## src/sv/mrgs_ram.sv

```systemverilog
// Generic RAM with one write port and two registered read ports.
module mrgs_ram #(
  parameter int unsigned WIDTH = 32,
  parameter int unsigned DEPTH = 64
) (
  input  logic                     clk_i,
  input  logic                     we_i,
  input  logic [$clog2(DEPTH)-1:0] waddr_i,
  input  logic [WIDTH-1:0]         wdata_i,
  input  logic [$clog2(DEPTH)-1:0] raddr_a_i,
  input  logic [$clog2(DEPTH)-1:0] raddr_b_i,
  output logic [WIDTH-1:0]         rdata_a_o,
  output logic [WIDTH-1:0]         rdata_b_o
);

  logic [WIDTH-1:0] mem_q [DEPTH];

  always_ff @(posedge clk_i) begin
    if (we_i) begin
      mem_q[waddr_i] <= wdata_i;
    end
    rdata_a_o <= mem_q[raddr_a_i];
    rdata_b_o <= mem_q[raddr_b_i];
  end

endmodule

```

## config.mk

```make
export PLATFORM = sky130hd
export DESIGN_NAME = mrgs_ram
export DESIGN_NICKNAME = d
export VERILOG_FILES = /design/src/sv/mrgs_ram.sv
export SDC_FILE = /design/constraint.sdc
export NUM_CORES = 2
export LEC_CHECK = 0
export ABC_AREA = 0
export BUFFER_PORTS_ARGS = -buffer_cell sky130_fd_sc_hd__buf_2
export CAP_MARGIN = 20
export CELL_PAD_IN_SITES_DETAIL_PLACEMENT = 1
export CELL_PAD_IN_SITES_GLOBAL_PLACEMENT = 1
export CORE_UTILIZATION = 30
export CTS_CLUSTER_SIZE = 20
export DETAILED_ROUTE_END_ITERATION = 8
export GPL_ROUTABILITY_DRIVEN = 0
export PLACE_DENSITY = 0.5
export SLEW_MARGIN = 20
export SYNTH_ARGS = -nofsm -noshare
export SYNTH_HDL_FRONTEND = slang
export SYNTH_SLANG_ARGS = --single-unit
```

## constraint.sdc

```tcl
create_clock -name clk_i -period 8.2 [get_ports clk_i]
set_input_delay 0.41 -clock clk_i [delete_from_list [all_inputs] [get_ports clk_i]]
set_output_delay 0.41 -clock clk_i [all_outputs]
set_load 0.01 [all_outputs]
```

==> run metrics <==
max incr delay on CP=800 ps; CP cell instances=buf_8 -> buf_4 -> buf_4 -> mux4_2 -> mux2_2 -> o211ai_1 -> a21oi_1; synthesized area=0.0957 mm^2; Mean Syn Cell Area=21.7 um^2; Min-Delay Path Class=input pin to flop; status=completed; num ports=between 100 and 150; DR vias/cell=between 5 and 6; largest cells by area after synthesis=edfxtp_1, mux4_2, mux2i_1, dfxtp_1, a22oi_1; RSZ-0062 raised after global routing=false; Leak=0.0336 uW; Final min period=3510 ps; maximum vdd drop=approximately 170 uV; sequential share of the synthesized area=0.656; Root Driver=clkbuf_16; critical path class=input pin to flop; Max-Cap Viols=0; worst-margin pin slew=around 1200 ps; YS warnings=0; Clock Pin Slew Worst Setup and Hold Paths=60 ps; mux contribution to synthesized area=0.290; CP Max Fanout=between 50 and 60; final WL=~350 mm; Placeable Area=~0.32 mm^2; antenna violations before repair=37; vias in the first global route=around 54000; clock network power share=0.429; Initial DRC Count=approximately 5800; Num Clock Sinks=approximately 2100; GRT overflow=0; combinational family with the most area after synthesis=multiplexers; Critical path buffers and inverters=3; # nets final=around 4600; vias=approximately 51000; Critical Path Most Common Cell=buf_4; die width=between 500 and 600 um; number of buffers created by CTS=231; Setup crit end kind=flop; pwr dens=between 200 and 250 mW/mm^2; depth of the CTS H-tree=4; FFs w/ async S/R, synth=0; pre-CTS WS=between 3000 and 4000 ps; Worst path slowest cell=buf_4; Post-synth top cells=edfxtp_1, mux4_2, mux2i_1, clkbuf_1, buf_2; relative slew slack=0.214; GRT Resource Usage Total=0.213; Comb power frac=0.081; Top FF cell, synth=edfxtp_1; post-synth top area cell=edfxtp_1; most common cell in the synthesized netlist=edfxtp_1; area share of the largest cell type after synthesis=0.643; sw power=about 5800 uW; CTS Buffer Depth=4; final hold vios=0; post-synthesis adder-cell area fraction=0; Seq pwr share=0.490; Worst-Skew Late Latency=approximately 900 ps; Final Max Tran Viols=0; cell family with most CP delay=buffers and inverters; WP data arrival=4230 ps; DRT Pass-1 Iters=5; pin count of the biggest net entering global routing=~110; wire per inst=about 39 um; Sw Share=0.236; Final Cycle Share=0.428; first-pass GRT wire length=474 mm; Post-Synth XOR/XNOR Area=0; fmax=about 290 MHz; # DRC=0; dpl hpwl=between 150 and 200 mm; share of layout cells above drive strength 1=0.391; TritonCTS clock tree=built; clock skew=about 38 ps; Worst EP required=approximately 9000 ps; synthesized flop and latch total=between 2000 and 2500; Total Neg Setup Slack=0 ps; Synth Area in Simple Gates=0.0113; post-route ant nets=0; Rows=a little over 200; IO Port Bufs=115; endpoints failing setup=0; Layout area overhead=14.3%; Setup WS post-layout=approximately 4700 ps; Post-Syn Instances=around 4400; post-synthesis net count=about 4500; Cell variety after synth=38; chip height=567 um; Layout fillers=30600; CP Launch Type=input pin; Compound-Gate Fraction of Synth Area=0.0239; Die Footprint=between 0.3 and 0.4 mm^2; Initial Util=0.303; total power after layout=about 25000 uW; Post-synth EDFFs=2048; Pint=approximately 19000 uW
-- cell type report --
type | count | area [um^2] | area share
multi-input combinational | 1952 | 31700 | 0.290
timing repair buffer | 279 | 2130 | 0.0195
clock inverter | 134 | 1240 | 0.0114
clock buffer | 291 | 6240 | 0.0571
antenna | 16 | 40.0 | 0.000366
sequential | 2112 | 62800 | 0.574
inverter | 1 | 3.75 | 0.0000343
tap | 4160 | 5200 | 0.0476
-- repair_timing --
item | in CTS | in global routing
hold buffers | 1 | 1
setup buffers | 0 | 0
endpoints found under the hold margin | 4 | 18
resized for setup | 0 | 0
-- cell usage in the layout, fill, tap and decap left out, types with 6 or more instances in the layout --
| cell | count |
|---|---|
| nand3_1 | 9 |
| clkbuf_16 | 235 |
| buf_4 | 160 |
| nor2_4 | 63 |
| o21ai_0 | 18 |
| nor2_1 | 30 |
| edfxtp_1 | 2048 |
| clkinv_2 | 53 |
| buf_2 | 91 |
| clkinv_1 | 38 |
| mux2i_1 | 204 |
| buf_12 | 16 |
| diode_2 | 16 |
| clkbuf_1 | 41 |
| nand3b_1 | 6 |
| a221oi_1 | 13 |
| buf_8 | 6 |
| a22oi_1 | 85 |
| o22ai_1 | 56 |
| nand2_1 | 91 |
| o211ai_1 | 27 |
| o32a_1 | 9 |
| dfxtp_1 | 64 |
| bufinv_16 | 22 |
| a21oi_1 | 58 |
| mux2_2 | 36 |
| a211oi_1 | 15 |
| mux4_2 | 1124 |
| clkinvlp_4 | 15 |
| nand2b_1 | 7 |
| nor2b_1 | 14 |
| o21ai_1 | 31 |
| o221ai_1 | 16 |
| a32oi_1 | 9 |
| clkbuf_8 | 15 |
-- power groups by stage --
| stage | clock, uW | sequential, uW | combinational [uW] |
|---|---|---|---|
| after CTS | 10700 | 12100 | 2000 |
| final | 10500 | 12100 | 1990 |
| after detailed placement | 0 | 12300 | 2000 |
| after global routing | 11100 | 12100 | 2100 |
| after floorplan | 0 | 12200 | 1140 |
| after global placement | 0 | 12300 | 1990 |
-- cells by family after synthesis --
logic type | Yosys count
buffers and inverters | 348
DFF | 2112
and+or+nand+nor | 248
muxes | 1364
AOI/OAI and AO/OA | 340
-- per-stage QoR --
stage | std cells | hold WS (ps) | cell area, um^2 | utilization
6_report | 8945 | 74.6 | 109000 | 0.346
4_1_cts | 8925 | 17.5 | 109000 | 0.346
3_5_place_dp | 8499 | 808 | 102000 | 0.322
3_3_place_gp | 8498 | 805 | 102000 | 0.322
5_1_grt | 8940 | 79.9 | 109000 | 0.346
2_1_floorplan | 4412 | 509 | 95700 | -
-- final timing paths --
kind | from | endpoint | slack, ps | depth (start not counted)
max reg2reg | mem_q[23][6] | rdata_b_o[6] | 5590 | 4
max | raddr_b_i[1] | rdata_b_o[8] | 4690 | 7
min reg2reg | mem_q[38][21] | rdata_a_o[21] | 870 | 4
min | wdata_i[10] | mem_q[28][10] | 70 | 1
-- sequential cells by signal, summed over array words and instances, names as in the netlist --
name / flops
rdata_b_o: 32
rdata_a_o: 32
mem_q: 2048
-- layer usage --
| metal | track usage | vias to the layer above | routed length [um] |
|---|---|---|---|
| met5 | 0 | - | 49 |
| met1 | 0.294 | 29000 | 147000 |
| li1 | - | 19900 | - |
| met2 | 0.352 | 1908 | 167000 |
| met3 | 0.0333 | 454 | 22100 |
| met4 | 0.0555 | 8 | 9350 |
(Power assumes the default switching activity.)
